==> src/rtl/affine_point_transform_defines.svh <==
`ifndef AFFINE_POINT_TRANSFORM_DEFINES_SVH
`define AFFINE_POINT_TRANSFORM_DEFINES_SVH

// Same-cycle implication, checked outside reset.
`define APT_ASSERT_NOW(label, ante, cons) \
	label: assert property (@(posedge clk) disable iff (!arst_n) (ante) |-> (cons)) \
		else $error("affine_point_transform: check failed");

// Next-cycle implication, checked outside reset.
`define APT_ASSERT_NEXT(label, ante, cons) \
	label: assert property (@(posedge clk) disable iff (!arst_n) (ante) |=> (cons)) \
		else $error("affine_point_transform: check failed");

`endif

==> src/rtl/apt_pkg.sv <==
package apt_pkg;

	localparam int FRAC_BITS = 16;
	localparam int COORD_W   = 32;
	localparam int CFG_W     = 2 * COORD_W;
	localparam int CFG_IDX_W = 3;
	localparam int PROD_W    = 2 * COORD_W;
	localparam int TSH_W     = COORD_W + FRAC_BITS;
	localparam int SUM_W     = PROD_W + 2;
	localparam int SHR_W     = SUM_W - FRAC_BITS;
	localparam int ROWS      = 3;

	typedef enum logic [CFG_IDX_W-1:0] {
		REG_ROW0_AB = 3'd0,
		REG_ROW0_CD = 3'd1,
		REG_ROW1_AB = 3'd2,
		REG_ROW1_CD = 3'd3,
		REG_ROW2_AB = 3'd4,
		REG_ROW2_CD = 3'd5
	} cfg_reg_t;

	typedef struct packed {
		logic signed [COORD_W-1:0] t;
		logic signed [COORD_W-1:0] m2;
		logic signed [COORD_W-1:0] m1;
		logic signed [COORD_W-1:0] m0;
	} coef_row_t;

	typedef struct packed {
		logic en_s1;
		logic en_s2;
		logic en_s3;
	} stage_en_t;

	localparam logic signed [COORD_W-1:0] Q_ONE = COORD_W'(1) << FRAC_BITS;
	localparam logic signed [COORD_W-1:0] Q_MAX = {1'b0, {(COORD_W-1){1'b1}}};
	localparam logic signed [COORD_W-1:0] Q_MIN = {1'b1, {(COORD_W-1){1'b0}}};

	// The identity matrix, loaded at reset.
	localparam coef_row_t [ROWS-1:0] COEF_RESET = {
		{{COORD_W{1'b0}}, Q_ONE, {COORD_W{1'b0}}, {COORD_W{1'b0}}},
		{{COORD_W{1'b0}}, {COORD_W{1'b0}}, Q_ONE, {COORD_W{1'b0}}},
		{{COORD_W{1'b0}}, {COORD_W{1'b0}}, {COORD_W{1'b0}}, Q_ONE}
	};

endpackage

==> src/rtl/apt_coef_regs.sv <==
module apt_coef_regs import apt_pkg::*; (
	input  logic                 clk,
	input  logic                 arst_n,
	input  logic                 wr_en,
	input  logic [CFG_IDX_W-1:0] wr_index,
	input  logic [CFG_W-1:0]     wr_data,
	output coef_row_t [ROWS-1:0] coef
);

	coef_row_t [ROWS-1:0] coef_q;

	always_ff @(posedge clk or negedge arst_n) begin
		if (!arst_n) begin
			coef_q <= COEF_RESET;
		end else if (wr_en) begin
			unique case (cfg_reg_t'(wr_index))
				REG_ROW0_AB: {coef_q[0].m1, coef_q[0].m0} <= wr_data;
				REG_ROW0_CD: {coef_q[0].t,  coef_q[0].m2} <= wr_data;
				REG_ROW1_AB: {coef_q[1].m1, coef_q[1].m0} <= wr_data;
				REG_ROW1_CD: {coef_q[1].t,  coef_q[1].m2} <= wr_data;
				REG_ROW2_AB: {coef_q[2].m1, coef_q[2].m0} <= wr_data;
				REG_ROW2_CD: {coef_q[2].t,  coef_q[2].m2} <= wr_data;
				default: ;
			endcase
		end
	end

	assign coef = coef_q;

endmodule

==> config.mk <==
export PLATFORM = sky130hd
export DESIGN_NAME = apt_coef_regs
export DESIGN_NICKNAME = d
export VERILOG_FILES = /design/src/rtl/affine_point_transform_defines.svh /design/src/rtl/apt_pkg.sv /design/src/rtl/apt_coef_regs.sv
export SDC_FILE = /design/constraint.sdc
export NUM_CORES = 1
export LEC_CHECK = 0
export BUFFER_PORTS_ARGS = -buffer_cell sky130_fd_sc_hd__buf_2
export CORE_UTILIZATION = 35
export CTS_CLUSTER_SIZE = 14
export DETAILED_ROUTE_END_ITERATION = 7
export GPL_TIMING_DRIVEN = 0
export SYNTH_ARGS = -nofsm -noshare
export SYNTH_HDL_FRONTEND = slang
export SYNTH_SLANG_ARGS = --single-unit
==> constraint.sdc <==
create_clock -name clk -period 1.6 [get_ports clk]
set_clock_uncertainty 0.05 [all_clocks]
set_input_delay 0.08 -clock clk [delete_from_list [all_inputs] [get_ports clk]]
set_output_delay 0.08 -clock clk [all_outputs]
set_load 0.02 [all_outputs]
==> flow_metrics.py, run 1 <==
metrics = {
    "timing": {
        "slew_headroom": 0.572,
        "fin_crit_ps": 1370,
        "fmax_mhz": 728,
        "hold_slack_ps": 92.5,
        "hold_viol": 0,
        "worstMarginPinSlew_ps": 642,
        "finalCritPeriodShare": 0.858,
        "maxSlewViolCount": 0,
        "rsz0062_at_grt": "no",
        "setup_viol": 0,
    },
    "die": {
        "die_w_um": 210,
        "initial_core_util": 0.358,
        "ios": 454,
        "rows": 75,
        "die_height_um": 210,
        "dieArea_mm2": 0.0441,
        "design.core.area_mm2": 0.0423,
    },
    "drt": {
        "drtIter0Drc": 390,
        "dr.pass1.iters": 4,
        "drc": 0,
        "drtAntennaViolNets": 0,
        "viasPerCell": 4.53,
        "wl_per_cell_um": 20.0,
        "wirelength_mm": 39.9,
        "via_count": 9016,
    },
    "cells_and_area": {
        "layout.nets": 1452,
        "largest_register_ffs": 384,
        "fill_cells": 3691,
        "layoutNonFillerInstCount": 1989,
        "final_area_mm2": 0.0203,
        "drive_gt1_frac": 0.535,
        "area_growth_pct": 34.1,
        "final_util": 0.480,
        "antenna_cells": 0,
    },
    "clock_network": {
        "cts_tree": "built",
        "clkLatencyLatePin_ps": 550,
        "clockBufferDepth": 3,
        "numClockSinks": 384,
        "cts.clk_slew.worst_paths_ps": 60,
        "cts_max_level": 2,
        "root_buffer": "clkbuf_16",
        "cts_made_buffers": 41,
        "cts_resized": 0,
    },
    "placement": {
        "placedCellCount": 1849,
        "hpwlAfterDp_mm": 27.2,
        "placed_area_mm2": 0.0182,
        "gp_congestion": 0.763,
        "port_buffers": 453,
    },
    "critical_path": {
        "cpPeakStageDelay_ps": 530,
        "path_class": "reg2out",
        "path_delay_family": "flip-flops",
        "r2r_start": "coef[361]$_DFFE_PN0P_",
        "critPathBufInv": 1,
        "endpoint_kind": "output pin",
        "cp.arrival_ps": 1240,
        "cp_max_fo": 2,
        "crit_path_top_delay_cell": "dfstp_2",
        "rr_worst_depth": 1,
        "crit_path_cell_trace": "buf_2",
        "reg2reg_to": "coef[361]$_DFFE_PN0P_",
        "r2r_slack_ps": 730,
        "cp-start-kind": "flop",
        "cp.required_ps": 1470,
    },
    "pwr": {
        "irDropWorstVdd_uv": 948,
        "p_leak_uw": 0.00990,
        "power_density_mw_per_mm2": 1540,
        "report.power.total_uw": 31200,
    },
    "global_routing": {
        "overflow": 0,
        "grt_use_total": 0.182,
        "grt_max_degree": 125,
        "grt_pass1_wl_mm": 61.5,
        "antenna_found_initial": 0,
        "grt_pass1_vias": 9774,
    },
    "synthesis": {
        "ys_seq_elements": 384,
        "synth.largest_area_cell": "dfrtp_1",
        "async_flop_share": 1.00,
        "synth.area.top_cells": "dfrtp_1 63%, mux2_4 18%, mux2_1 15%",
        "yosys-top-cells-count": "381 x dfrtp_1, 196 x mux2_1, 180 x mux2_4, 21 x buf_6, 13 x buf_4",
        "yosysTopAreaCellShare": 0.629,
        "yosysWarnings": 0,
        "synth_edf_count": 0,
        "synth_cell_types": 12,
        "synthesis.area_mm2": 0.0151,
        "syn-num-nets": 886,
        "yosysMostFrequentCell": "dfrtp_1",
        "synthFlopType": "dfrtp_1",
        "seq_area_frac_synth": 0.635,
        "syn_inst": 816,
        "syn_area_per_cell_um2": 18.6,
    },
    "outcome": {
        "outcome": "complete, no violations",
    },
    "worst_hold_path": {
        "hp-class": "in2async",
    },
    "flow_run": {
        "maxCapViolCount": 0,
    },
}
-- timing repair --
item	CTS	global route
endpoints found under the hold margin	681	0
setup buffers	0	0
hold buffers	67	0
-- power by group --
group          leakage, uW  switching (uW)  internal [uW]
logic              0.00460            4980           3600
clock network     0.000689            3810           5860
registers          0.00460            1100          11900
total              0.00990            9900          21300
-- metrics by stage --
stage	TNS (ps)	worst slack, ps
after floorplan	0	425
after detailed placement	0	6.20
final	0	227
after CTS	0	179
after global routing	0	176
after global placement	-2692950	-7090
-- layer usage --
| metal | part of all wire | track usage |
|---|---|---|
| met2 | 0.48 | 0.296 |
| met3 | 0.060 | 0.0532 |
| met1 | 0.43 | 0.233 |
| met4 | 0.027 | 0.0597 |
| met5 | 0 | 0 |
-- logic make-up after synthesis --
| kind of cell | Yosys count | synth area share |
|---|---|---|
| mux | 384 | 0.330 |
| flops | 384 | 0.635 |
| buf+inv | 42 | 0.0306 |
| simple gates | 6 | 0.00463 |
-- worst max-delay path by stage --
stage | to | startpoint | cells after the start | slack, ps
finish | coef[336] | coef[336]$_DFFE_PN1P_ | 1 | 230
global route | coef[336] | coef[336]$_DFFE_PN1P_ | 1 | 180
CTS | coef[336] | coef[336]$_DFFE_PN1P_ | 1 | 180
detailed placement | coef[361]$_DFFE_PN0P_ | wr_index[1] | 5 | 6
global placement | coef[274]$_DFFE_PN0P_ | arst_n | 1 | -7090
floorplan | coef[10]$_DFFE_PN0P_ | wr_index[1] | 4 | 430
-- layout make-up --
class                      count  area (um2)  area share
sequential                   384        9610       0.473
clock buffer                  69        1340      0.0661
timing repair buffer         523        3050       0.150
multi-input combinational    390        5070       0.250
clock inverter                 4        52.6     0.00259
buffer                        42         464      0.0228
tap                          577         722      0.0355
-- cell usage in the layout (no fill, tap or decap) --
master,n
buf_4,13
clkbuf_1,9
inv_6,1
clkbuf_16,43
mux2_2,8
dfstp_2,3
buf_6,21
dfrtp_1,381
clkbuf_8,17
mux2_4,180
buf_16,3
buf_12,8
bufinv_16,1
dlygate4sd3_1,65
clkinv_2,1
nand4b_1,2
buf_2,454
and4bb_1,3
clkinv_4,1
buf_8,1
nor4b_2,1
mux2_1,196
(Power assumes the default switching activity.)
==> run 2, diff against run 1 <==
BUFFER_PORTS_ARGS = default   (was -buffer_cell sky130_fd_sc_hd__buf_2)
DONT_BUFFER_PORTS = 1   (was default)
==> flow_metrics.py, run 2 (synthesized netlist as in run 1, its figures left out) <==
metrics = {
    "clock_network": {
        "clockBufferDepth": 3,
        "cts_made_buffers": 41,
        "cts_max_level": 2,
        "cts.clk_slew.worst_paths_ps": 50,
        "numClockSinks": 384,
        "postCtsHoldBufs": 67,
        "cts_tree": "built",
        "clkLatencyLatePin_ps": 540,
        "root_buffer": "clkbuf_16",
        "cts_resized": 0,
    },
    "timing": {
        "setup_viol": 0,
        "fin_crit_ps": 1410,
        "final.setup.tns_ps": 0,
        "fmax_mhz": 711,
        "hold_viol": 384,
        "maxSlewViolCount": 0,
        "worstMarginPinSlew_ps": 957,
        "rsz0062_at_grt": "no",
        "finalCritPeriodShare": 0.879,
        "hold_slack_ps": -808,
        "slew_headroom": 0.362,
    },
    "cells_and_area": {
        "ff_latch_area_mm2": 0.00961,
        "final_cell_mix": "381 x dfrtp_1, 196 x mux2_1, 180 x mux2_4",
        "area_growth_pct": 18.1,
        "antenna_cells": 0,
        "final_util": 0.423,
        "fill_cells": 3724,
        "layout.nets": 996,
        "drive_gt1_frac": 0.312,
        "largest_register_ffs": 384,
        "final_area_mm2": 0.0179,
        "final_common_cell": "dfrtp_1",
        "multiInputGateArea_mm2": 0.00507,
    },
    "global_routing": {
        "overflow": 0,
        "grt_use_total": 0.169,
        "antenna_found_initial": 1,
        "grt_pass1_wl_mm": 56.1,
        "grt_max_degree": 385,
        "grt_pass1_vias": 8213,
    },
    "die": {
        "rows": 75,
        "dieArea_mm2": 0.0441,
        "ios": 454,
        "die_height_um": 210,
        "die_w_um": 210,
        "design.core.area_mm2": 0.0423,
        "initial_core_util": 0.358,
    },
    "critical_path": {
        "endpoint_kind": "flop",
        "cp-start-kind": "primary input",
        "cp.required_ps": 1960,
        "cp.arrival_ps": 1770,
        "path_class": "in2reg",
        "r2r_slack_ps": 570,
        "cp_max_fo": 10,
    },
    "placement": {
        "gp_congestion": 0.744,
        "placed_area_mm2": 0.0159,
        "hpwlAfterDp_mm": 24.8,
        "port_buffers": 0,
    },
    "drt": {
        "via_count": 7429,
        "wl_per_cell_um": 24.4,
        "wirelength_mm": 37.3,
        "drtIter0Drc": 358,
        "viasPerCell": 4.85,
        "drtAntennaViolNets": 0,
        "dr.pass1.iters": 4,
        "drc": 0,
    },
    "pwr": {
        "power_density_mw_per_mm2": 1610,
        "report.power.total_uw": 28900,
        "p_leak_uw": 0.00796,
        "irDropWorstVdd_uv": 838,
    },
    "outcome": {
        "outcome": "complete, but fails checks",
        "violations": "negative hold slack",
    },
    "flow_run": {
        "maxCapViolCount": 0,
    },
    "worst_hold_path": {
        "hp-class": "in2async",
    },
}
-- run 2: changes by cell type in the layout (fill, tap and decap cells not counted), sizes merged --
cell,delta
clkinvlp,+1
inv,-1
clkinv,+7
dlygate4sd3,+2
clkbuf,-11
bufinv,+3
buf,-458
-- run 2: through the flow --
step,instances,setup WS (ps)
finish,1532,194
global route,1532,157
CTS,1532,201
detailed placement,1393,156
global placement,1393,194
floorplan,816,425
-- run 2: area by class of cell --
| type | count | share of cell area |
|---|---|---|
| Sequential cell | 384 | 0.537 |
| Multi-Input combinational cell | 390 | 0.283 |
| Clock buffer | 58 | 0.0659 |
| Tap cell | 577 | 0.0403 |
| Timing Repair Buffer | 67 | 0.0375 |
| Buffer | 42 | 0.0259 |
| Clock inverter | 14 | 0.00986 |
-- run 2: worst max-delay path, stage by stage --
cell and delay (ps):
dlygate4sd3_1 580, nor4b_2 270, buf_4 270, buf_6 210, mux2_1 340
-- run 2: routing by layer --
metal	vias up	track usage	routed length (um)
li1	3116	-	-
met1	3976	0.199	14700
met2	269	0.281	18400
met3	66	0.0563	3020
met4	2	0.0735	1240
met5	-	0	13
-- run 2: power breakdown --
part	switching, uW	internal, uW
Sequential	4620	11900
Clock	3780	5770
Combinational	805	2050
Total	9210	19700
-- run 2: what timing repair did --
action	4_1_cts	5_1_grt
endpoints found under the hold margin	768	384
setup endpoints to repair	0	0
buffers inserted	0	0
-- run 2: worst paths after layout --
check                                           start                    end  depth (start not counted)
max in group asynchronous                      arst_n  coef[280]$_DFFE_PN0P_                          0
worst max register to register  coef[217]$_DFFE_PN0P_  coef[217]$_DFFE_PN0P_                          1
worst min-delay path                           arst_n   coef[48]$_DFFE_PN0P_                          0
min in group clk                          wr_index[0]  coef[159]$_DFFE_PN0P_                          3
worst min register to register   coef[28]$_DFFE_PN0P_   coef[28]$_DFFE_PN0P_                          1
worst max-delay path                      wr_index[0]   coef[44]$_DFFE_PN0P_                          5
==> run 3, diff against run 2 <==
ABC_AREA = 1   (was default)
==> flow_metrics.py, run 3 <==
metrics = {
    "global_routing": {
        "use_met3": 0.0791,
        "antenna_found_initial": 4,
        "overflow": 0,
        "grt_max_degree": 385,
        "grt_pass1_wl_mm": 78.8,
        "grt_pass1_vias": 12100,
        "met1_usage": 0.303,
        "use_met2": 0.382,
        "grt_use_total": 0.241,
        "busiest_layer": "met2",
    },
    "pwr": {
        "irDropWorstVdd_uv": 931,
        "p_leak_uw": 0.00952,
        "power_density_mw_per_mm2": 1590,
    },
    "critical_path": {
        "path_class": "in2reg",
        "endpoint_kind": "flop",
        "rr_worst_depth": 2,
        "cp.arrival_ps": 1900,
        "cp.required_ps": 2040,
        "cp-start-kind": "primary input",
        "cp_max_fo": 10,
    },
    "die": {
        "die_height_um": 208,
        "dieArea_mm2": 0.0433,
        "die_w_um": 208,
        "initial_core_util": 0.354,
        "design.core.area_mm2": 0.0419,
        "ios": 454,
        "rows": 75,
    },
    "placement": {
        "gp_congestion": 0.841,
        "port_buffers": 0,
        "placedCellCount": 2201,
        "hpwlAfterDp_mm": 34.5,
        "place_ws_ps": -251,
    },
    "clock_network": {
        "numClockSinks": 384,
        "post_cts_buffers": 0,
        "clockBufferDepth": 3,
        "root_buffer": "clkbuf_16",
        "clkLatencyLatePin_ps": 570,
        "cts.clk_slew.worst_paths_ps": 60,
        "cts_tree": "built",
        "cts_made_buffers": 43,
        "cts_max_level": 2,
    },
    "timing": {
        "finalCritPeriodShare": 0.916,
        "hold_slack_ps": -836,
        "rsz0062_at_grt": "no",
        "fin_crit_ps": 1470,
        "slew_headroom": 0.350,
        "setup_viol": 0,
        "maxSlewViolCount": 0,
        "hold_viol": 384,
        "fmax_mhz": 682,
        "worstMarginPinSlew_ps": 972,
        "layout_setup_ws_ps": 134,
    },
    "synthesis": {
        "synthSimpleGateAreaFrac": 0.317,
        "synth_edf_count": 0,
        "syn_area_per_cell_um2": 8.94,
        "synthFlopType": "dfrtp_1",
        "async_flop_share": 1.00,
        "seq_area_frac_synth": 0.647,
        "synthMuxAreaShare": 0,
        "yosysTopAreaCellShare": 0.641,
        "synth_cell_types": 12,
        "synth_top_family_by_area": "simple AND/OR/NAND/NOR gates",
        "syn-num-nets": 1732,
        "synth.area.top_cells": "dfrtp_1 64%, nand2_1 23%, nand3_1 8.6%",
        "synthAdderAreaFrac": 0,
        "synth.largest_area_cell": "dfrtp_1",
        "ys_seq_elements": 384,
        "syn_inst": 1662,
        "yosys-top-cells-count": "906 x nand2_1, 381 x dfrtp_1, 256 x nand3_1, 78 x buf_2, 19 x clkbuf_1",
        "yosysWarnings": 0,
        "synthesis.area_mm2": 0.0149,
        "synth_xor_area_frac": 0,
        "synth-compound-area-share": 0,
        "yosysMostFrequentCell": "nand2_1",
    },
    "cells_and_area": {
        "layout.nets": 1851,
        "final_cell_mix": "903 x nand2_1, 381 x dfrtp_1, 256 x nand3_1",
        "layoutNonFillerInstCount": 2356,
        "drive_gt1_frac": 0.0904,
        "fill_cells": 4078,
        "ff_latch_area_mm2": 0.00961,
        "largest_register_ffs": 384,
        "area_growth_pct": 19.7,
        "final_common_cell": "nand2_1",
        "multiInputGateArea_mm2": 0.00473,
    },
    "outcome": {
        "outcome": "complete, but fails checks",
        "violations": "negative hold slack",
    },
    "worst_hold_path": {
        "hp-class": "in2async",
    },
    "drt": {
        "drc": 0,
        "via_count": 12200,
        "wl_per_cell_um": 22.0,
        "drtAntennaViolNets": 0,
        "drtIter0Drc": 1124,
        "viasPerCell": 5.18,
        "dr.pass1.iters": 5,
        "wirelength_mm": 51.8,
    },
    "flow_run": {
        "maxCapViolCount": 0,
    },
}
## run 3: layout make-up
| cell class | count | share of cell area |
|---|---|---|
| Clock inverter | 16 | 0.0126 |
| Buffer | 104 | 0.0289 |
| Sequential cell | 384 | 0.541 |
| Inverter | 6 | 0.00127 |
| Timing Repair Buffer | 74 | 0.0416 |
| Antenna cell | 2 | 0.000281 |
| Tap cell | 539 | 0.0379 |
| Clock buffer | 63 | 0.0709 |
| Multi-Input combinational cell | 1168 | 0.266 |
## run 3: metrics by stage
| stage | cell area (um2) | hold slack (ps) | utilization | power (uW) | setup TNS [ps] |
|---|---|---|---|---|---|
| floorplan | 14900 | -266 | - | 16600 | 0 |
| global placement | 15500 | -256 | 0.370 | 17700 | -16360 |
| detailed placement | 15500 | -258 | 0.370 | 17800 | -19360 |
| CTS | 17800 | -873 | 0.423 | 28500 | 0 |
| global route | 17800 | -868 | 0.424 | 29500 | 0 |
| finish | 17800 | -836 | 0.424 | 28300 | 0 |
## run 3: worst max-delay path, cell delays in order
cell and delay (ps):
dlygate4sd3_1 600, nor2_1 260, clkbuf_4 380, buf_2 300
nand3_1 170, nand2_1 100
## run 3: where the power goes
part	switching (uW)	total, uW	leakage, uW	internal, uW
logic	1520	2450	0.00398	930
clock network	4030	10300	0.000724	6280
registers	4040	15600	0.00482	11500
## run 3: logic make-up after synthesis
kind of cell | after synthesis
and+or+nand+nor | 1168
DFF | 384
buffers and inverters | 110
## run 3: layer usage
metal  wire length (um)  up-vias
li1                   -     5482
met1              20600     6060
met2              24300      547
met3               4960      111
met4               1940        0
met5                  0        -
## run 3: worst paths after layout
path	startpoint	slack, ps	to
setup / recovery	wr_index[0]	130	coef[9]$_DFFE_PN0P_
hold / removal	arst_n	-840	coef[379]$_DFFE_PN0P_
setup reg to reg	coef[176]$_DFFE_PN1P_	740	coef[176]$_DFFE_PN1P_
hold reg to reg	coef[16]$_DFFE_PN1P_	480	coef[16]$_DFFE_PN1P_
max in group asynchronous	arst_n	1760	coef[149]$_DFFE_PN0P_
min in group clk	wr_index[0]	50	coef[336]$_DFFE_PN1P_
## run 3: what timing repair did
item / in CTS / in global routing
gates resized for setup: 0 / 7
hold buffers: 73 / 1
hold endpoints to repair: 768 / 391
endpoints found under the setup margin: 0 / 72
